**src/hdl/vau_pkg.sv**
```systemverilog
`timescale 1ns / 1ps
`default_nettype none
// ----------------------------------------------------------------------------
// vau_pkg: shared types and constants of the vector arithmetic unit
// field widths, command codes and the beat formats handed between cells
// ----------------------------------------------------------------------------
package vau_pkg;

    localparam int FIELD_W        = 32;
    localparam int CMD_W          = 3;
    localparam int LANES          = 3;
    localparam int NMUL           = 6;
    localparam int SQ_W           = 2 * FIELD_W;
    localparam int ROOT_W         = FIELD_W;
    localparam int SQ_REM_W       = FIELD_W + 2;
    localparam int DIV_REM_W      = FIELD_W + 1;
    localparam int WIDE_W         = 2 * FIELD_W + 2;
    localparam int FRAC_BITS_DEF  = 16;
    localparam int WORD_BITS_DEF  = 32;

    typedef enum logic [CMD_W-1:0] {
        CMD_ADD   = 3'd0,
        CMD_SUB   = 3'd1,
        CMD_SCALE = 3'd2,
        CMD_DOT   = 3'd3,
        CMD_CROSS = 3'd4,
        CMD_MAG   = 3'd5,
        CMD_NORM  = 3'd6,
        CMD_EQUAL = 3'd7
    } cmd_t;

    // result fields carried along the cell chains
    typedef struct packed {
        cmd_t                           cmd;
        logic [LANES-1:0]               neg;
        logic [LANES-1:0][FIELD_W-1:0]  vec;
        logic [FIELD_W-1:0]             scalar;
        logic                           clip;
    } carry_t;

    typedef struct packed {
        logic                   valid;
        carry_t                 c;
        logic [SQ_W-1:0]        x;
        logic [SQ_REM_W-1:0]    rem;
        logic [ROOT_W-1:0]      root;
    } sq_stage_t;

    typedef struct packed {
        logic                               valid;
        carry_t                             c;
        logic [ROOT_W-1:0]                  m;
        logic [LANES-1:0][DIV_REM_W-1:0]    rem;
    } div_stage_t;

endpackage
`default_nettype wire

```
**src/hdl/vau_sqrt_cell.sv**
```systemverilog
`timescale 1ns / 1ps
`default_nettype none
// ----------------------------------------------------------------------------
// vau_sqrt_cell: one root bit of the square root chain
// takes two radicand bits, tries the next root bit, registers the beat
// ----------------------------------------------------------------------------
module vau_sqrt_cell (
    input  logic                clk,
    input  logic                rst_n,
    input  logic                en,
    input  vau_pkg::sq_stage_t  stage_in,
    output vau_pkg::sq_stage_t  stage_out
);
    import vau_pkg::*;

    logic                   vld_reg;
    sq_stage_t              pay_reg;
    sq_stage_t              stage_next;
    logic [SQ_REM_W+1:0]    rem_sh;
    logic [SQ_REM_W+1:0]    trial;

    always_comb
    begin
        rem_sh     = {stage_in.rem, stage_in.x[SQ_W-1 -: 2]};
        trial      = {2'b00, stage_in.root, 2'b01};
        stage_next = stage_in;
        stage_next.x = {stage_in.x[SQ_W-3:0], 2'b00};
        if (rem_sh >= trial)
        begin
            stage_next.rem  = SQ_REM_W'(rem_sh - trial);
            stage_next.root = {stage_in.root[ROOT_W-2:0], 1'b1};
        end
        else
        begin
            stage_next.rem  = rem_sh[SQ_REM_W-1:0];
            stage_next.root = {stage_in.root[ROOT_W-2:0], 1'b0};
        end
    end

    always_ff @(posedge clk or negedge rst_n)
    begin
        if (!rst_n)
            vld_reg <= 1'b0;
        else if (en)
            vld_reg <= stage_in.valid;
    end

    always_ff @(posedge clk)
    begin
        if (en)
            pay_reg <= stage_next;
    end

    always_comb
    begin
        stage_out       = pay_reg;
        stage_out.valid = vld_reg;
    end

endmodule
`default_nettype wire

```
**config.mk**
```make
export PLATFORM = sky130hd
export DESIGN_NAME = vau_sqrt_cell
export DESIGN_NICKNAME = d
export VERILOG_FILES = /design/src/hdl/vau_pkg.sv /design/src/hdl/vau_sqrt_cell.sv
export SDC_FILE = /design/constraint.sdc
export NUM_CORES = 1
export LEC_CHECK = 0
export BUFFER_PORTS_ARGS = -buffer_cell sky130_fd_sc_hd__buf_2
export CAP_MARGIN = 40
export CORE_AREA = 2 2 205 207
export CTS_CLUSTER_DIAMETER = 150
export DETAILED_ROUTE_END_ITERATION = 10
export DIE_AREA = 0 0 207 209
export GPL_TIMING_DRIVEN = 1
export PLACE_DENSITY = 0.62
export SYNTH_ARGS = -nofsm -noshare
export SYNTH_HDL_FRONTEND = slang
export SYNTH_SLANG_ARGS = --single-unit
```
**constraint.sdc**
```tcl
create_clock -name clk -period 2.2 [get_ports clk]
set_input_delay 0.33 -clock clk [delete_from_list [all_inputs] [get_ports clk]]
set_output_delay 0.33 -clock clk [all_outputs]
set_load 0.1 [all_outputs]
```
# --- After elaboration in Yosys (flattened, before gate mapping) ---
# Cells that the tools add are included.
classes:
  order_cmp: 1
  add_sub_neg: 1
  mux: 1
ops:
  columns: ["cell", "count"]
  rows:
  - ["$mux W66", 1]
  - ["$ge A36 B34 Y1", 1]
  - ["$sub A34 B34 Y34", 1]
word_totals:
  elab_cells: 14
  in_bits: 269
  register_bits: 264

# --- Longest topological paths before layout ---
# Gate-level depths: netlist of run 1.
logic_depth:
  word_depth: 2
  ltp_mapped: 13

# --- Worst setup path after synthesis of run 1 ---
# Ideal clock, no wire load.
synth_path:
  path_type: "input to register"
  startpoint: "input port stage_in[9] (netlist name)"
  endpoint: "register pay_reg (netlist bit stage_out[59]), data pin"
  stages: 10
  slack_ps: -389
  path_buffers: 0
  setup_time_ps: 260
  arrival_ps: 2329
  path_cell_list: "inv_1 -> ha_1 -> a21o_1 -> a31o_1 -> a211oi_4 -> o211ai_2 -> a21bo_2 -> mux2i_1 -> o221ai_1 -> mux2_4"
synth_lines:
  columns: ["element", "line_no", "rtl"]
  rows:
  - ["start: declaration", "vau_sqrt_cell.sv:11", "input vau_pkg::sq_stage_t stage_in,"]
  - ["end signal: assignment", "vau_sqrt_cell.sv:51", "pay_reg <= stage_next;"]
  - ["end: declaration", "vau_sqrt_cell.sv:17", "sq_stage_t pay_reg;"]

==> flow_metrics.py, run 1 <==
metrics = {
    "routing": {
        "viasPerCell": 4.402,
        "drc": 0,
        "drtPass1Iterations": 5,
        "wl_per_cell_um": 20.94,
        "vias": 9289,
        "ant_nets": 0,
        "wirelength_um": 44190,
        "drt-initial-drc-count": 604,
    },
    "timing": {
        "slew_violations": 0,
        "relSlewSlack_pct": 55.99,
        "skew_ps": 0,
        "final_hold_viol_count": 0,
        "finalCritPeriodShare_pct": 99.07,
        "worst_slew_pin_slew_ps": 655.1,
        "final.min_clock_period_ps": 2180,
        "fmax_mhz": 458.8,
        "setup_viol": 0,
        "setup_slack_ps": 20.43,
    },
    "power_and_ir_drop": {
        "power_density_mw_per_mm2": 926.1,
        "ir_drop_mv": 0.5995,
        "leakage_nw": 7.952,
    },
    "worst_setup_path": {
        "regToRegStartpoint": "vld_reg",
        "crit_type": "input port to flip-flop",
        "cpPeakStageDelay_ps": 300,
        "cp.arrival_ps": 2490,
        "crit_top_cell": "buf_4",
        "end_kind": "flip-flop",
        "critPathBufInv": 3,
        "ff2ff_path_depth": 1,
        "crit_required_ps": 2510,
        "rr_endpoint": "vld_reg",
        "slowest_stage": "nor4_4",
        "cp_max_fo": 7,
        "crit_family": "compound AO/OA/AOI/OAI gates",
        "worstPathCellList": "buf_4, inv_4, ha_4, nand4_1, nor4_4, nand2_1, o311ai_2, a211oi_2, buf_4, o21a_4, and2_4, a31o_1",
        "timing.reg2reg.setup_slack_ps": 1440,
        "start_kind": "input port",
    },
    "synthesis": {
        "syn_inst": 645,
        "ys_types": 64,
        "avgSynthCellArea_um2": 16.14,
        "synth_edf_count": 263,
        "netlist.area_leader.share_pct": 75.85,
        "ys_ff_latch": 264,
        "netlist_area_mm2": 0.01041,
        "synth-main-ff-cell": "edfxtp_1",
        "synthTopCellsByArea": "edfxtp_1 76%, ha_1 4.1%, nand2_1 2.1%",
        "yosys_warnings": 0,
        "synth_area_leader_cell": "edfxtp_1",
        "ys_seq_area_share_pct": 76.09,
        "async_flop_share_pct": 0.3788,
    },
    "floorplanning": {
        "core_mm2": 0.04129,
        "io_pins": 535,
        "die_w_um": 207,
        "num_rows": 75,
        "initial_core_util_pct": 25.22,
        "die_y_um": 209,
        "dieArea_mm2": 0.04326,
    },
    "place": {
        "port_buffers": 532,
        "gp_congestion": 0.9020,
        "dp_hpwl_um": 31870,
        "dp_slack_ps": -628.7,
    },
    "clocking": {
        "cts_tree": "yes",
        "clkTransAtPathRegs_ps": 60,
        "clk_path_buf_depth": 3,
        "cts_buffers": 30,
        "clockRootBuffer": "clkbuf_16",
        "cts.htree.levels": 1,
        "clock_latency_ps": 550,
        "clock-sinks": 264,
    },
    "final_layout": {
        "largest_reg_flops": 263,
        "syn_to_final_growth_pct": 76.26,
        "fill_cells": 3732,
        "drive_above_1_share_pct": 49.68,
        "final_core_util_pct": 44.45,
        "final_nets": 1848,
    },
    "run_status": {
        "outcome": "finished clean",
    },
    "min_path": {
        "holdCritPathClass": "input port to asynchronous set/reset pin",
    },
    "global_routing": {
        "grt_max_degree": 67,
        "grt_pass1_wl_um": 62620,
        "antenna_found_initial": 8,
        "grt_pass1_vias": 9630,
        "grt_usage_pct": 19.25,
        "gr-total-overflow": 0,
    },
    "flow_run": {
        "drv_cap": 0,
    },
}
==> synth_stat cells (all sizes together) (5+ instances only) <==
master  instances
edfxtp        263
nand2          58
o21ai          46
inv            42
ha             34
a21oi          28
a21o           20
nor2           18
xnor2          14
xor2           13
buf            10
nor3           10
clkbuf          7
nand4           7
nand3           6
a31oi           5
and2            5
and3            5
nand2b          5
o31ai           5
==> logic make-up (layout without fill, tap and decap cells) <==
group	after synthesis	after routing	synth area share, %
flip-flops	264	264	76.09
AO/OA/AOI/OAI	133	134	8.952
AND/OR/NAND/NOR	120	120	5.383
buffers and inverters	60	979	2.547
adder cells (fa/ha/maj)	34	34	4.086
XOR/XNOR	27	27	2.271
multiplexers	6	6	0.6368
other	1	7	0.03601
==> per-layer routing <==
metal	vias up	part of all wire [%]	track usage (%)
met1	4526	37	21.94
li1	4238	-	-
met2	437	52	34.62
met4	6	4.1	7.956
met5	-	0.10	0
met3	82	6.8	4.463
==> cell type report <==
type | count | area (um^2) | area share (%)
inverter | 43 | 188.9 | 1.029
tap | 539 | 674.4 | 3.675
clock inverter | 20 | 206.4 | 1.125
sequential | 264 | 7923 | 43.17
antenna | 5 | 12.51 | 0.06818
clock buffer | 33 | 783.3 | 4.268
multi-input combinational | 323 | 2592 | 14.13
timing repair buffer | 883 | 5972 | 32.54
==> cell usage in the layout, fill, tap and decap left out, types with 3 or more instances in the layout <==
cell / instances
buf_2: 525
edfxtp_1: 263
dlygate4sd3_1: 228
buf_4: 122
nand2_1: 56
o21ai_0: 36
inv_1: 33
clkbuf_16: 32
a21oi_1: 22
a21o_1: 19
ha_4: 16
nor2_1: 15
ha_1: 15
xnor2_1: 14
xor2_1: 13
nor3_1: 9
nand4_1: 6
a21oi_2: 6
o21ai_1: 6
diode_2: 5
inv_2: 5
inv_6: 5
nand3_1: 5
nand2b_1: 5
clkinv_2: 5
o21ai_2: 4
a31oi_1: 4
o31ai_1: 4
mux2i_1: 4
buf_12: 4
nor2_2: 3
and2_1: 3
ha_2: 3
bufinv_16: 3
clkinvlp_4: 3
clkinv_1: 3
==> worst max path at each step <==
| stage | slack [ps] | depth (start not counted) | end | start |
|---|---|---|---|---|
| after floorplan | -210 | 9 | stage_out[59] | stage_in[41] |
| after global placement | -610 | 11 | stage_out[58] | stage_in[0] |
| after detailed placement | -630 | 11 | stage_out[59] | stage_in[0] |
| after CTS | 40 | 12 | stage_out[62] | stage_in[0] |
| after global routing | -60 | 11 | stage_out[59] | stage_in[0] |
| final | 20 | 12 | stage_out[58] | stage_in[9] |
==> per-stage QoR <==
stage | hold slack (ps) | std cells | power, mW | area (um^2) | TNS (ps)
after global routing | 42.52 | 2108 | 17.53 | 18350 | -244.1
after detailed placement | 106.4 | 1817 | 11.58 | 14870 | -20320
after floorplan | 34.41 | 646 | 10.25 | 10750 | -2758
after CTS | 15.04 | 2098 | 17.11 | 18150 | 0
final | 65.23 | 2110 | 17.00 | 18350 | 0
after global placement | 105.3 | 1817 | 11.56 | 14870 | -19380
==> timing repair <==
item                                   4_1_cts  5_1_grt
endpoints found under the hold margin      227        1
setup endpoints to repair                    6       34
cloned                                       0        2
hold buffers                               227        1
pin swaps                                    1       23
buffers inserted                             1        5
resized for setup                            2       31
==> power breakdown <==
group	internal (mW)	switching, mW	leakage (nW)
Combinational	1.31	4.37	4.89
Sequential	6.07	0.149	2.59
Clock	2.94	2.16	0.482
Total	10.3	6.68	7.95
Power figures use the tool's default switching activity.
==> run 2: changes to the inputs <==
--- a/config.mk
+++ b/config.mk
@@ -5,7 +5,7 @@
 export SDC_FILE = /design/constraint.sdc
 export NUM_CORES = 1
 export LEC_CHECK = 0
-export BUFFER_PORTS_ARGS = -buffer_cell sky130_fd_sc_hd__buf_2
+export BUFFER_PORTS_ARGS = -buffer_cell sky130_fd_sc_hd__buf_4
 export CAP_MARGIN = 40
 export CORE_AREA = 2 2 205 207
 export CTS_CLUSTER_DIAMETER = 150
==> run 2 against run 1 <==
  * Worst setup slack got worse by 7.0 ps
  * Clock power increased by 4%
  * Register-to-register slack about the same
  * Die area unchanged
  * Routed wire length increased by 0.97%
  * Clock-buffer cell count decreased by 2
  * Total power increased by 3.4%
  * Flip-flop and latch count unchanged
  * Final area increased by 7.1%
  * Largest cell class unchanged
  * Critical path type unchanged
  * Maximum frequency decreased by 0.32%
  * First-iteration DRC count decreased by 7.8%
==> flow_metrics.py, run 2 (synthesis results as in run 1) <==
metrics = {
    "run_status": {
        "outcome": "finished clean",
    },
    "min_path": {
        "holdCritPathClass": "input port to flip-flop",
        "min_to": "stage_out[18]",
        "hp-start": "stage_in[17]",
        "hold_depth": 2,
    },
    "global_routing": {
        "grt_usage_pct": 19.86,
        "grt_pass1_wl_um": 64510,
        "antenna_found_initial": 1,
        "gr-total-overflow": 0,
        "grt_pass1_vias": 9618,
        "grt_max_degree": 75,
    },
    "clocking": {
        "clock-sinks": 264,
        "clockRootBuffer": "clkbuf_16",
        "clock_latency_ps": 560,
        "cts_buffers": 31,
        "cts.htree.levels": 1,
        "cts_tree": "yes",
        "clk_path_buf_depth": 3,
        "clkTransAtPathRegs_ps": 70,
    },
    "timing": {
        "setup_slack_ps": 13.46,
        "final_hold_viol_count": 0,
        "setup_viol": 0,
        "fmax_mhz": 457.3,
        "whs_ps": 49.84,
        "slew_violations": 0,
        "skew_ps": 0,
        "tns_ps": 0,
        "final.min_clock_period_ps": 2187,
        "finalCritPeriodShare_pct": 99.39,
        "worst_slew_pin_slew_ps": 621.9,
        "relSlewSlack_pct": 58.22,
    },
    "routing": {
        "ant_nets": 0,
        "wl_per_cell_um": 21.28,
        "drc": 0,
        "drtPass1Iterations": 5,
        "viasPerCell": 4.400,
        "vias": 9226,
        "wirelength_um": 44620,
        "drt-initial-drc-count": 557,
    },
    "place": {
        "post_dp_cell_area_mm2": 0.01614,
        "dp_slack_ps": -655.5,
        "port_buffers": 532,
        "dp_hpwl_um": 32310,
        "placedCellCount": 1809,
        "gp_congestion": 0.9175,
    },
    "flow_run": {
        "drv_cap": 0,
    },
    "power_and_ir_drop": {
        "power_frac_comb_pct": 34.5,
        "seqPwrFrac_pct": 35.5,
        "ir_drop_mv": 0.6285,
        "switching_power_mw": 6.757,
        "leakage_nw": 8.387,
        "pwr-share-clk_pct": 30.0,
        "power_density_mw_per_mm2": 894.6,
        "switching_share_pct": 38.44,
        "p_int_mw": 10.82,
    },
    "final_layout": {
        "largest_reg_flops": 263,
        "final_common_cell": "buf_4",
        "drive_above_1_share_pct": 49.52,
        "syn_to_final_growth_pct": 88.72,
        "final-instance-count-excl-fill": 2097,
        "postLayoutCellArea_mm2": 0.01965,
        "final_nets": 1839,
        "final_cell_mix": "635 x buf_4, 263 x edfxtp_1, 228 x dlygate4sd3_1, 56 x nand2_1",
    },
    "floorplanning": {
        "core_mm2": 0.04129,
        "die_y_um": 209,
        "io_pins": 535,
        "initial_core_util_pct": 25.22,
        "die_w_um": 207,
        "num_rows": 75,
        "dieArea_mm2": 0.04326,
    },
    "worst_setup_path": {
        "cp_max_fo": 4,
        "start_kind": "input port",
        "end_kind": "flip-flop",
        "ff2ff_path_depth": 1,
        "crit_type": "input port to flip-flop",
        "cp.arrival_ps": 2520,
        "regToRegStartpoint": "vld_reg",
        "crit_required_ps": 2530,
        "rr_endpoint": "vld_reg",
        "timing.reg2reg.setup_slack_ps": 1450,
    },
}
==> run 2: changes by cell type in the layout (fill, tap and decap cells not counted), moves of 3 or more <==
cell | previous run | this run
inv_2 | 5 | 2
buf_4 | 122 | 635
diode_2 | 5 | 1
clkinv_4 | 1 | 5
buf_2 | 525 | 0
buf_6 | 1 | 5
==> run 2: per-layer routing <==
| layer | vias up | GRT usage, % | wire, um |
|---|---|---|---|
| met5 | - | 0 | 0 |
| met4 | 0 | 6.404 | 1381 |
| met3 | 65 | 4.238 | 2873 |
| met2 | 411 | 36.28 | 23530 |
| met1 | 4529 | 23.12 | 16830 |
| li1 | 4221 | - | - |
==> run 2: final cells by class <==
class | instances | area [um^2]
fillers | 3557 | 21640
multi-input cells | 323 | 2626
flip-flops and latches | 264 | 7923
diodes | 1 | 2.502
clock inverters | 23 | 256.5
repair buffers | 873 | 7201
inverters | 43 | 191.4
clock buffers | 31 | 775.7
well taps | 539 | 674.4
==> run 2: timing repair <==
item / CTS / global route
endpoints found under the setup margin: 8 / 32
buffers inserted: 1 / 3
gates resized for setup: 5 / 28
gates cloned: 1 / 0
hold buffers: 228 / 0
pin swaps: 3 / 18
hold endpoints to repair: 228 / 0
==> run 2: worst max path at each step <==
stage	end	slack, ps	depth (start not counted)	from
2_1_floorplan	stage_out[59]	-210	9	stage_in[41]
3_3_place_gp	stage_out[65]	-650	11	stage_in[1]
3_5_place_dp	stage_out[65]	-660	12	stage_in[6]
4_1_cts	stage_out[58]	20	12	stage_in[0]
5_1_grt	stage_out[54]	-20	12	stage_in[0]
6_report	stage_out[58]	10	12	stage_in[0]
==> run 2: critical path, stage by stage <==
cell and delay (ps):
buf_6 110, inv_12 30, ha_4 220, nor2b_4 130, o31a_1 310, buf_4 150
o21a_1 210, a311oi_2 320, o21ai_2 170, a31oi_4 230, mux2i_1 120, a31o_1 180
==> run 2: metrics by stage <==
| step | power [mW] | utilization, % |
|---|---|---|
| after floorplan | 10.25 | - |
| after CTS | 17.67 | 47.21 |
| final | 17.58 | 47.59 |
| after global placement | 11.96 | 39.09 |
| after global routing | 18.15 | 47.58 |
| after detailed placement | 11.98 | 39.09 |
==> run 2: power by group through the flow <==
stage          Combinational [mW]  Clock [mW]  Sequential (mW)
3_5_place_dp                 5.66           0             6.32
2_1_floorplan               0.722           0             9.52
4_1_cts                      6.03        5.41             6.23
3_3_place_gp                 5.64           0             6.32
6_report                     6.07        5.28             6.23
5_1_grt                      6.26        5.62             6.27
