[src/hdl/vau_pkg.sv]
`timescale 1ns / 1ps
`default_nettype none
// ----------------------------------------------------------------------------
// vau_pkg: shared types and constants of the vector arithmetic unit
// field widths, command codes and the beat formats handed between cells
// ----------------------------------------------------------------------------
package vau_pkg;

    localparam int FIELD_W        = 32;
    localparam int CMD_W          = 3;
    localparam int LANES          = 3;
    localparam int NMUL           = 6;
    localparam int SQ_W           = 2 * FIELD_W;
    localparam int ROOT_W         = FIELD_W;
    localparam int SQ_REM_W       = FIELD_W + 2;
    localparam int DIV_REM_W      = FIELD_W + 1;
    localparam int WIDE_W         = 2 * FIELD_W + 2;
    localparam int FRAC_BITS_DEF  = 16;
    localparam int WORD_BITS_DEF  = 32;

    typedef enum logic [CMD_W-1:0] {
        CMD_ADD   = 3'd0,
        CMD_SUB   = 3'd1,
        CMD_SCALE = 3'd2,
        CMD_DOT   = 3'd3,
        CMD_CROSS = 3'd4,
        CMD_MAG   = 3'd5,
        CMD_NORM  = 3'd6,
        CMD_EQUAL = 3'd7
    } cmd_t;

    // result fields carried along the cell chains
    typedef struct packed {
        cmd_t                           cmd;
        logic [LANES-1:0]               neg;
        logic [LANES-1:0][FIELD_W-1:0]  vec;
        logic [FIELD_W-1:0]             scalar;
        logic                           clip;
    } carry_t;

    typedef struct packed {
        logic                   valid;
        carry_t                 c;
        logic [SQ_W-1:0]        x;
        logic [SQ_REM_W-1:0]    rem;
        logic [ROOT_W-1:0]      root;
    } sq_stage_t;

    typedef struct packed {
        logic                               valid;
        carry_t                             c;
        logic [ROOT_W-1:0]                  m;
        logic [LANES-1:0][DIV_REM_W-1:0]    rem;
    } div_stage_t;

endpackage
`default_nettype wire

[src/hdl/vau_div_cell.sv]
`timescale 1ns / 1ps
`default_nettype none
// ----------------------------------------------------------------------------
// vau_div_cell: one quotient bit of the normalize divider, three lanes
// compare and subtract the magnitude, shift the partial remainder
// ----------------------------------------------------------------------------
module vau_div_cell #(
    parameter int QW = vau_pkg::FRAC_BITS_DEF + 1
) (
    input  logic                                    clk,
    input  logic                                    rst_n,
    input  logic                                    en,
    input  vau_pkg::div_stage_t                     stage_in,
    input  logic [vau_pkg::LANES-1:0][QW-1:0]       quo_in,
    output vau_pkg::div_stage_t                     stage_out,
    output logic [vau_pkg::LANES-1:0][QW-1:0]       quo_out
);
    import vau_pkg::*;

    logic                           vld_reg;
    div_stage_t                     pay_reg;
    logic [LANES-1:0][QW-1:0]       quo_reg;
    div_stage_t                     stage_next;
    logic [LANES-1:0][QW-1:0]       quo_next;
    logic [LANES-1:0][DIV_REM_W-1:0] part;
    logic [LANES-1:0]               qbit;

    always_comb
    begin
        stage_next = stage_in;
        for (int l = 0; l < LANES; l++)
        begin
            qbit[l] = (stage_in.rem[l] >= {1'b0, stage_in.m});
            part[l] = qbit[l] ? (stage_in.rem[l] - {1'b0, stage_in.m}) : stage_in.rem[l];
            stage_next.rem[l] = {part[l][FIELD_W-1:0], 1'b0};
            quo_next[l] = {quo_in[l][QW-2:0], qbit[l]};
        end
    end

    always_ff @(posedge clk or negedge rst_n)
    begin
        if (!rst_n)
            vld_reg <= 1'b0;
        else if (en)
            vld_reg <= stage_in.valid;
    end

    always_ff @(posedge clk)
    begin
        if (en)
        begin
            pay_reg <= stage_next;
            quo_reg <= quo_next;
        end
    end

    always_comb
    begin
        stage_out       = pay_reg;
        stage_out.valid = vld_reg;
    end

    assign quo_out = quo_reg;

endmodule
`default_nettype wire

[config.mk]
export PLATFORM = sky130hd
export DESIGN_NAME = vau_div_cell
export DESIGN_NICKNAME = d
export VERILOG_FILES = /design/src/hdl/vau_pkg.sv /design/src/hdl/vau_div_cell.sv
export SDC_FILE = /design/constraint.sdc
export NUM_CORES = 1
export LEC_CHECK = 0
export BUFFER_PORTS_ARGS = -buffer_cell sky130_fd_sc_hd__buf_2
export CELL_PAD_IN_SITES_DETAIL_PLACEMENT = 1
export CELL_PAD_IN_SITES_GLOBAL_PLACEMENT = 2
export CORE_AREA = 2 2 245 247
export DETAILED_ROUTE_END_ITERATION = 10
export DIE_AREA = 0 0 247 249
export PLACE_DENSITY_LB_ADDON = 0.1
export SYNTH_ARGS = -nofsm -noshare
export SYNTH_HDL_FRONTEND = slang
export SYNTH_SLANG_ARGS = --single-unit
[constraint.sdc]
create_clock -name clk -period 2.3 [get_ports clk]
set_clock_uncertainty 0.05 [all_clocks]
set_input_delay 0.46 -clock clk [delete_from_list [all_inputs] [get_ports clk]]
set_output_delay 0.46 -clock clk [all_outputs]
set_load 0.01 [all_outputs]
======== After elaboration in Yosys (flattened, before gate mapping) ========
Index checks and enable logic that the tools add are counted.
storage, ports and cells
  register bits ........................... 315
  input bits .............................. 321
  output and inout bits ................... 318
  logic and storage cells ................. 24
operators by class
  add/subtract/negate cells ............... 3
  magnitude comparators ................... 3
  mux-type cells .......................... 3
operators with widths
  cell              count
  $ge A33 B32 Y1    3
  $mux W32          3
  $sub A32 B32 Y32  3

======== Depth between registers and ports, before layout ========
Gate-level depths: netlist of the first run.
  depth in word-level cells ............... 2
  depth in mapped cells ................... 15
  depth with buffers taken out ............ 12

======== Worst setup path before layout of the first run ========
No wires, ideal clock.
  kind .................................... input-to-reg
  from .................................... input port stage_in[116] in the netlist's numbering
  to ...................................... register pay_reg (netlist bit stage_out[12]) (data pin)
  setup time .............................. 0.260 ns
  arrival time ............................ 2.923 ns
  required time ........................... 1.990 ns
  setup slack ............................. -0.933 ns
  stages on the path ...................... 12
  path buffers ............................ 2
  path through ............................ inv_1 -> ha_1 -> clkbuf_1 -> nand4_1 -> or3_1 -> o41ai_2 -> or3_1 -> a21oi_1 -> or2_1 -> inv_2 -> buf_4 -> mux2_2
RTL lines
  what                  line                RTL
  from (decl)           vau_div_cell.sv:13  input vau_pkg::div_stage_t stage_in,
  to (signal assigned)  vau_div_cell.sv:52  pay_reg <= stage_next;
  to (decl)             vau_div_cell.sv:21  div_stage_t pay_reg;

==> qor.log, run 1 <==
INFO  outcome        run_status=finished, violations left
INFO  outcome        violations=setup timing
INFO  power_and_ir_drop power_switching=0.00564W
INFO  worst_setup_path timing.setup.critical_path_class=input port to flop
INFO  sta            final.hold.worst_slack=26.6ps
INFO  floorplanning  die_x=247um
INFO  finish         largest_reg_flops=263
INFO  power_and_ir_drop sequential_share_of_power=38.2%
INFO  worst_setup_path worst_setup_path_start_kind=input port
INFO  worst_setup_path wp_data_required=2560ps
INFO  routing        detail_route.vias_per_cell=4.68
INFO  sta            totalNegativeSetupSlack=-35,910ps
INFO  worst_setup_path critical_path.max_fanout=8
INFO  sta            layout_min_cycle_time=2780ps
INFO  routing        drt_pass1_iterations=5
INFO  floorplanning  start_util=27.5%
INFO  routing        drc_errors_left=0
INFO  global_route   first_pass_grt_wire_length=108mm
INFO  routing        routed_wire_length_per_instance=23.2um
INFO  floorplanning  number_of_placed_i_o_pins=639
INFO  yosys          synth_enable_flop_cells=314
INFO  global_route   largest_net_degree_at_the_start_of_global_routing=78
INFO  global_route   grt_antenna_before_repair=26
INFO  yosys          yosysWarnings=0
INFO  power_and_ir_drop clockPowerShare=31.2%
INFO  worst_setup_path worstPathCellList=buf_6, clkinvlp_4, ha_4, nand4_1, or3_4, o41ai_4, or3_1, a21oi_2, or2_4, inv_6, buf_12, mux2_2
INFO  worst_setup_path timing.critical_path.arrival=3040ps
INFO  finish         drive_above_1_share=59.1%
INFO  sta            max_fclk=359MHz
INFO  global_route   grt_overflow_total=0
INFO  finish         n_fill_cell=6,386
INFO  placement      io_buffer_count=632
INFO  yosys          ys_seq_area_share=58.6%
INFO  placement      placement.setup.worst_slack=-1400ps
INFO  floorplanning  fp.dieArea=0.0615mm^2
INFO  finish         utilization_of_the_core_after_routing=47.7%
INFO  yosys          mappedNetlistArea=0.0161mm^2
INFO  placement      gp_congestion=0.865
INFO  power_and_ir_drop power_density=680mW/mm^2
INFO  clock_network  max-clock-path-buffers=3
INFO  clock_network  cts-buffers-inserted=39
INFO  sta            rsz0062_at_grt=yes
INFO  sta            timing.final.setup_violations=98
INFO  power_and_ir_drop worst_ir_drop_vdd=0.000523V
INFO  flow_run       timing.max_cap.violations=0
INFO  power_and_ir_drop power_report.internal_total=0.0134W
INFO  clock_network  cts_root_buffer=sky130_fd_sc_hd__clkbuf_16
INFO  clock_network  cts_tree=done
INFO  floorplanning  die_h=249um
INFO  clock_network  cts.reportedPaths.clkPinSlew=60ps
INFO  placement      detailed_place_hpwl=60.4mm
INFO  worst_setup_path slowest_stage=sky130_fd_sc_hd__or3_4
INFO  yosys          syn-instance-count=1,283
INFO  floorplanning  rows=89
INFO  sta            final_min_period_over_clock_period=121%
INFO  floorplanning  core=0.0587mm^2
INFO  global_route   grt.total_usage=24.0%
INFO  sta            final_max_slew_viol_count=0
INFO  worst_setup_path cp_slowest_stage_delay=410ps
INFO  finish         finalNetCount=2,870
INFO  power_and_ir_drop comb_power_share=30.6%
INFO  clock_network  cts.sink_count=315
INFO  worst_setup_path crit_path_end_kind=flop
INFO  power_and_ir_drop power.leakage=12.5nW
INFO  min_path       min_path_type=input port to flop
INFO  yosys          synth.lib_cells_used.distinct=78
INFO  routing        antenna_left=0
INFO  power_and_ir_drop netSwitchingFraction=29.6%
INFO  yosys          synth_top_flop_cell=sky130_fd_sc_hd__edfxtp_1
INFO  yosys          postSynthAreaPerCell=12.6um^2
INFO  routing        drtIter0Drc=706
INFO  sta            finalHoldViolCount=0
INFO  sta            setup_slack=-485ps
INFO  yosys          ys_async_sr_fraction=0.317%
INFO  routing        postRouteWirelength=75.8mm
INFO  finish         area_delta_synth_final=73.5%
INFO  clock_network  clk_latency_worst_skew_pair=560ps
INFO  yosys          ys_seq_elements=315
INFO  global_route   number_of_global_route_vias_before_repair=16,400
INFO  routing        dr_total_vias=15,300
INFO  clock_network  htree_num_levels=2
## worst max-delay path, delay by kind of cell
| family | cells | cell delay (ps) |
|---|---|---|
| and+or+nand+nor | 4 | 1000 |
| buffers and inverters | 4 | 510 |
| AOI/OAI and AO/OA | 2 | 360 |
| adders and majority gates | 1 | 350 |
| muxes | 1 | 330 |
## worst paths after layout
kind	from	slack [ps]	cells past startpoint	end
hold reg to reg	vld_reg$_DFFE_PN0P_	460	1	vld_reg$_DFFE_PN0P_
max in group asynchronous	rst_n	1950	2	vld_reg$_DFFE_PN0P_
hold / removal	stage_in[218]	30	1	stage_out[218]$_DFFE_PP_
setup reg to reg	vld_reg$_DFFE_PN0P_	1510	1	vld_reg$_DFFE_PN0P_
setup / recovery	stage_in[116]	-480	12	stage_out[12]$_DFFE_PP_
min in group asynchronous	rst_n	170	2	vld_reg$_DFFE_PN0P_
## through the flow
step                std cells  area [um^2]  total power, W
detailed placement       3052        23900          0.0123
finish                   3265        28000          0.0190
floorplan                1285        16700         0.00960
CTS                      3235        27500          0.0191
global placement         3052        23900          0.0122
global route             3260        28000          0.0198
## kinds of logic after synthesis
group           count (synthesis)  share of synthesized area, %
xor+xnor                       73                          3.96
mux                            50                          3.85
simple gates                  285                          8.80
flops                         315                          58.6
other cells                     1                        0.0232
fa+ha+maj                      99                          7.81
compound gates                340                          13.7
buf+inv                       120                          3.31
## power by group through the flow
stage	combinational, W	sequential, W	clock (W)
detailed placement	0.00490	0.00737	0
global placement	0.00484	0.00737	0
CTS	0.00573	0.00727	0.00612
finish	0.00582	0.00727	0.00594
global route	0.00624	0.00731	0.00630
floorplan	0.00193	0.00767	0
## routing by layer
| layer | vias up | GRT usage (%) | part of all wire, % |
|---|---|---|---|
| li1 | 7214 | - | - |
| met1 | 7549 | 28.7 | 40 |
| met2 | 392 | 42.4 | 51 |
| met3 | 101 | 4.97 | 5.5 |
| met4 | 14 | 7.92 | 3.0 |
| met5 | - | 0 | 0.12 |
## area by class of cell
class | count | area (um^2) | area share [%]
Antenna cell | 16 | 40.0 | 0.143
Clock buffer | 43 | 1010 | 3.62
Sequential cell | 315 | 9450 | 33.8
Tap cell | 773 | 967 | 3.45
Timing Repair Buffer | 1171 | 8170 | 29.2
Multi-Input combinational cell | 850 | 7720 | 27.6
Timing Repair inverter | 3 | 56.3 | 0.201
Clock inverter | 24 | 195 | 0.697
Inverter | 70 | 390 | 1.39
## timing repair
item	CTS	global route
hold buffers	53	0
pin swaps	98	33
hold endpoints to repair	53	0
cloned	11	1
buffers inserted	60	20
endpoints found under the setup margin	99	99
gates resized for setup	307	71
## Yosys cell counts, types with 4 or more instances
library cell / number / area (um^2)
sky130_fd_sc_hd__mux2i_1: 4 / 40.0
sky130_fd_sc_hd__o21a_1: 11 / 82.6
sky130_fd_sc_hd__o31a_1: 5 / 43.8
sky130_fd_sc_hd__or3_1: 6 / 37.5
sky130_fd_sc_hd__and3_1: 8 / 50.1
sky130_fd_sc_hd__xor2_1: 21 / 184
sky130_fd_sc_hd__buf_2: 4 / 20.0
sky130_fd_sc_hd__nor3_1: 17 / 85.1
sky130_fd_sc_hd__a21o_1: 56 / 420
sky130_fd_sc_hd__and4_1: 6 / 52.6
sky130_fd_sc_hd__nand3_1: 30 / 150
sky130_fd_sc_hd__a21oi_1: 81 / 405
sky130_fd_sc_hd__and2_1: 8 / 50.1
sky130_fd_sc_hd__nor2b_1: 15 / 93.8
sky130_fd_sc_hd__ha_1: 96 / 1200
sky130_fd_sc_hd__nor4_1: 5 / 31.3
sky130_fd_sc_hd__nor2_1: 50 / 188
sky130_fd_sc_hd__a211oi_1: 5 / 37.5
sky130_fd_sc_hd__inv_1: 68 / 255
sky130_fd_sc_hd__mux2_2: 23 / 259
sky130_fd_sc_hd__mux2_1: 6 / 67.6
sky130_fd_sc_hd__mux2_4: 17 / 255
sky130_fd_sc_hd__o31ai_1: 12 / 90.1
sky130_fd_sc_hd__nand2_1: 91 / 342
sky130_fd_sc_hd__clkbuf_1: 37 / 139
sky130_fd_sc_hd__nand2b_1: 10 / 62.6
sky130_fd_sc_hd__o21ai_0: 91 / 455
sky130_fd_sc_hd__buf_4: 6 / 45.0
sky130_fd_sc_hd__edfxtp_1: 314 / 9430
sky130_fd_sc_hd__a21boi_0: 7 / 52.6
sky130_fd_sc_hd__a31oi_1: 12 / 75.1
sky130_fd_sc_hd__o21bai_1: 12 / 90.1
sky130_fd_sc_hd__xnor2_1: 52 / 455
sky130_fd_sc_hd__o21ai_1: 4 / 20.0
sky130_fd_sc_hd__o221ai_1: 5 / 43.8
sky130_fd_sc_hd__nor3b_1: 4 / 30.0
sky130_fd_sc_hd__nand4_1: 21 / 131
## placed cells by master, fill, tap and decap left out, types with 9 or more instances in the layout
master                          netlist  final
sky130_fd_sc_hd__o21ai_0             91     36
sky130_fd_sc_hd__nand4_1             21     21
sky130_fd_sc_hd__nor2_1              50     45
sky130_fd_sc_hd__o21ai_1              4     31
sky130_fd_sc_hd__o21bai_1            12     11
sky130_fd_sc_hd__o21ai_2              1     25
sky130_fd_sc_hd__nand2_2              0     15
sky130_fd_sc_hd__mux2_4              17     41
sky130_fd_sc_hd__clkinvlp_4           0     13
sky130_fd_sc_hd__edfxtp_1           314    314
sky130_fd_sc_hd__nor3_1              17     13
sky130_fd_sc_hd__xnor2_1             52     49
sky130_fd_sc_hd__nand3_1             30     25
sky130_fd_sc_hd__diode_2              0     16
sky130_fd_sc_hd__nand2b_1            10      9
sky130_fd_sc_hd__o21a_1              11     11
sky130_fd_sc_hd__a31oi_1             12      9
sky130_fd_sc_hd__xor2_1              21     20
sky130_fd_sc_hd__clkinv_1             0      9
sky130_fd_sc_hd__nand2_4              0     12
sky130_fd_sc_hd__buf_8                0     15
sky130_fd_sc_hd__a21o_1              56     56
sky130_fd_sc_hd__clkbuf_16            0     41
sky130_fd_sc_hd__dlygate4sd3_1        0     53
sky130_fd_sc_hd__ha_4                 0     41
sky130_fd_sc_hd__buf_6                0     35
sky130_fd_sc_hd__inv_1               68     46
sky130_fd_sc_hd__buf_2                4    612
sky130_fd_sc_hd__a21oi_1             81     54
sky130_fd_sc_hd__nor2b_1             15     13
sky130_fd_sc_hd__buf_12               3     33
sky130_fd_sc_hd__ha_1                96     53
sky130_fd_sc_hd__buf_4                6    416
sky130_fd_sc_hd__a21oi_2              1     24
sky130_fd_sc_hd__nand2_1             91     64
No activity file was read; power rests on OpenSTA's default activity.
==> run 2, diff against run 1 <==
- CORE_AREA: 2 2 245 247 -> 2 2 249 251
- CTS_BUF_LIST: unset -> sky130_fd_sc_hd__clkbuf_4
- DIE_AREA: 0 0 247 249 -> 0 0 251 253
- clock period: 2.3 -> 2.95 ns (I/O delays scaled with it)
==> qor.log, run 2 (synthesized netlist as in run 1, its figures left out) <==
INFO  finish         n_fill_cell=6,851
INFO  worst_setup_path timing.critical_path.arrival=3530ps
INFO  floorplanning  die_x=251um
INFO  routing        routed_wire_length_per_instance=22.7um
INFO  floorplanning  number_of_placed_i_o_pins=639
INFO  routing        drtIter0Drc=690
INFO  global_route   grt.total_usage=24.2%
INFO  clock_network  htree_num_levels=3
INFO  sta            final_max_slew_viol_count=0
INFO  power_and_ir_drop power_density=511mW/mm^2
INFO  clock_network  cts_tree=done
INFO  global_route   first_pass_grt_wire_length=112mm
INFO  placement      io_buffer_count=632
INFO  floorplanning  die_h=253um
INFO  floorplanning  core=0.0610mm^2
INFO  worst_setup_path crit_path_end_kind=flop
INFO  finish         layout.cells.most_common=sky130_fd_sc_hd__buf_2
INFO  outcome        violations=setup timing
INFO  finish         multi_input_gate_area=0.00665mm^2
INFO  finish         ff_latch_area=0.00945mm^2
INFO  finish         area_delta_synth_final=72.9%
INFO  power_and_ir_drop worst_ir_drop_vdd=0.000227V
INFO  worst_setup_path wp_data_required=3500ps
INFO  clock_network  clk_latency_worst_skew_pair=850ps
INFO  worst_setup_path worstPathCellList=dlygate4sd3_1, buf_2, ha_1, and3_1, nand2_1, buf_4, o41ai_4, or3_4, a21oi_2, or2_4, inv_8, clkbuf_16, mux2_4
INFO  placement      postPlaceCellArea=0.0234mm^2
INFO  sta            final_min_period_over_clock_period=101%
INFO  routing        drt_pass1_iterations=5
INFO  finish         final_design_area_no_fill=0.0279mm^2
INFO  finish         largest_reg_flops=263
INFO  min_path       worst_hold_path.num_cells=3
INFO  power_and_ir_drop power.leakage=12.8nW
INFO  placement      gp_congestion=0.887
INFO  sta            setup_slack=-29.8ps
INFO  placement      detailed_place_hpwl=61.2mm
INFO  routing        postRouteWirelength=79.8mm
INFO  routing        antenna_left=0
INFO  global_route   grt_overflow_total=0
INFO  worst_setup_path reg2regPathDepth=1
INFO  routing        detail_route.vias_per_cell=4.59
INFO  sta            max_fclk=336MHz
INFO  min_path       min_path_type=input port to flop
INFO  global_route   largest_net_degree_at_the_start_of_global_routing=82
INFO  floorplanning  rows=91
INFO  finish         commonest_non_fill_non_tap_cells_in_the_layout=sky130_fd_sc_hd__buf_2, sky130_fd_sc_hd__buf_4, sky130_fd_sc_hd__edfxtp_1
INFO  clock_network  cts_root_buffer=sky130_fd_sc_hd__clkbuf_4
INFO  finish         finalNetCount=3,054
INFO  worst_setup_path critical_path.max_fanout=7
INFO  worst_setup_path reg2reg_setup_slack=2150ps
INFO  finish         finish.cell_count_without_fillers=3,509
INFO  clock_network  max-clock-path-buffers=3
INFO  worst_setup_path timing.setup.critical_path_class=input port to flop
INFO  routing        drc_errors_left=0
INFO  floorplanning  fp.dieArea=0.0635mm^2
INFO  worst_setup_path slowest_stage=sky130_fd_sc_hd__dlygate4sd3_1
INFO  global_route   number_of_global_route_vias_before_repair=17,300
INFO  global_route   grt_antenna_before_repair=26
INFO  worst_setup_path cp_slowest_stage_delay=550ps
INFO  finish         drive_above_1_share=48.5%
INFO  sta            finalHoldViolCount=0
INFO  clock_network  cts-buffers-inserted=95
INFO  flow_run       timing.max_cap.violations=0
INFO  placement      placed_cells_incl_taps=3,038
INFO  sta            timing.final.setup_violations=16
INFO  worst_setup_path worst_setup_path_start_kind=input port
INFO  clock_network  cts.reportedPaths.clkPinSlew=60ps
INFO  floorplanning  start_util=26.4%
INFO  outcome        run_status=finished, violations left
INFO  routing        dr_total_vias=16,100
INFO  sta            layout_min_cycle_time=2980ps
INFO  clock_network  cts.sink_count=315
-- run 2: repair_timing --
action                                  CTS  global route
endpoints found under the hold margin   277             0
setup buffers                             0             9
hold buffers                            278             0
endpoints found under the setup margin    0            72
gates resized for setup                   0            72
-- run 2: worst max-delay path: cells and delay by family --
family,cells,cell delay (ps)
adders and majority gates,1,290
AOI/OAI and AO/OA,2,450
and+or+nand+nor,4,780
muxes,1,300
buffers and inverters,5,1110
-- run 2: through the flow --
| step | TNS [ps] | util, % | setup WS [ps] | hold slack (ps) | total power (W) |
|---|---|---|---|---|---|
| after CTS | 0 | 44.9 | 7.23 | 0.101 | 0.0143 |
| after detailed placement | -63300 | 38.4 | -809 | 320 | 0.00950 |
| final | -346 | 45.7 | -29.8 | 99.3 | 0.0142 |
| after floorplan | -10600 | - | -311 | 244 | 0.00742 |
| after global routing | -563 | 45.7 | -41.5 | 59.3 | 0.0150 |
| after global placement | -56850 | 38.4 | -779 | 315 | 0.00945 |
-- run 2: metal layers --
layer,GRT usage (%),share of wire (%),vias up
li1,-,-,7622
met1,27.8,39,7823
met2,42.5,51,506
met3,5.86,5.6,149
met4,11.1,4.2,16
met5,0.772,0.20,-
-- run 2: power breakdown --
group,internal (W),switching (W),total [W]
clock network,0.00224,0.00215,0.00439
logic,0.00209,0.00210,0.00419
registers,0.00551,0.000158,0.00567
-- run 2: cell type report --
class | count | share of cell area (%)
Sequential cell | 315 | 33.9
Inverter | 70 | 1.21
Antenna cell | 14 | 0.126
Timing Repair Buffer | 1300 | 33.0
Timing Repair inverter | 2 | 0.0987
Tap cell | 790 | 3.54
Multi-Input combinational cell | 850 | 23.8
Clock buffer | 144 | 3.87
Clock inverter | 24 | 0.475
-- run 2: final timing paths --
path / from / endpoint
setup / recovery: stage_in[5] / stage_out[18]$_DFFE_PP_
hold / removal: stage_in[80] / stage_out[81]$_DFFE_PP_
setup reg to reg: vld_reg$_DFFE_PN0P_ / vld_reg$_DFFE_PN0P_
hold reg to reg: vld_reg$_DFFE_PN0P_ / vld_reg$_DFFE_PN0P_
max in group asynchronous: rst_n / vld_reg$_DFFE_PN0P_
min in group asynchronous: rst_n / vld_reg$_DFFE_PN0P_
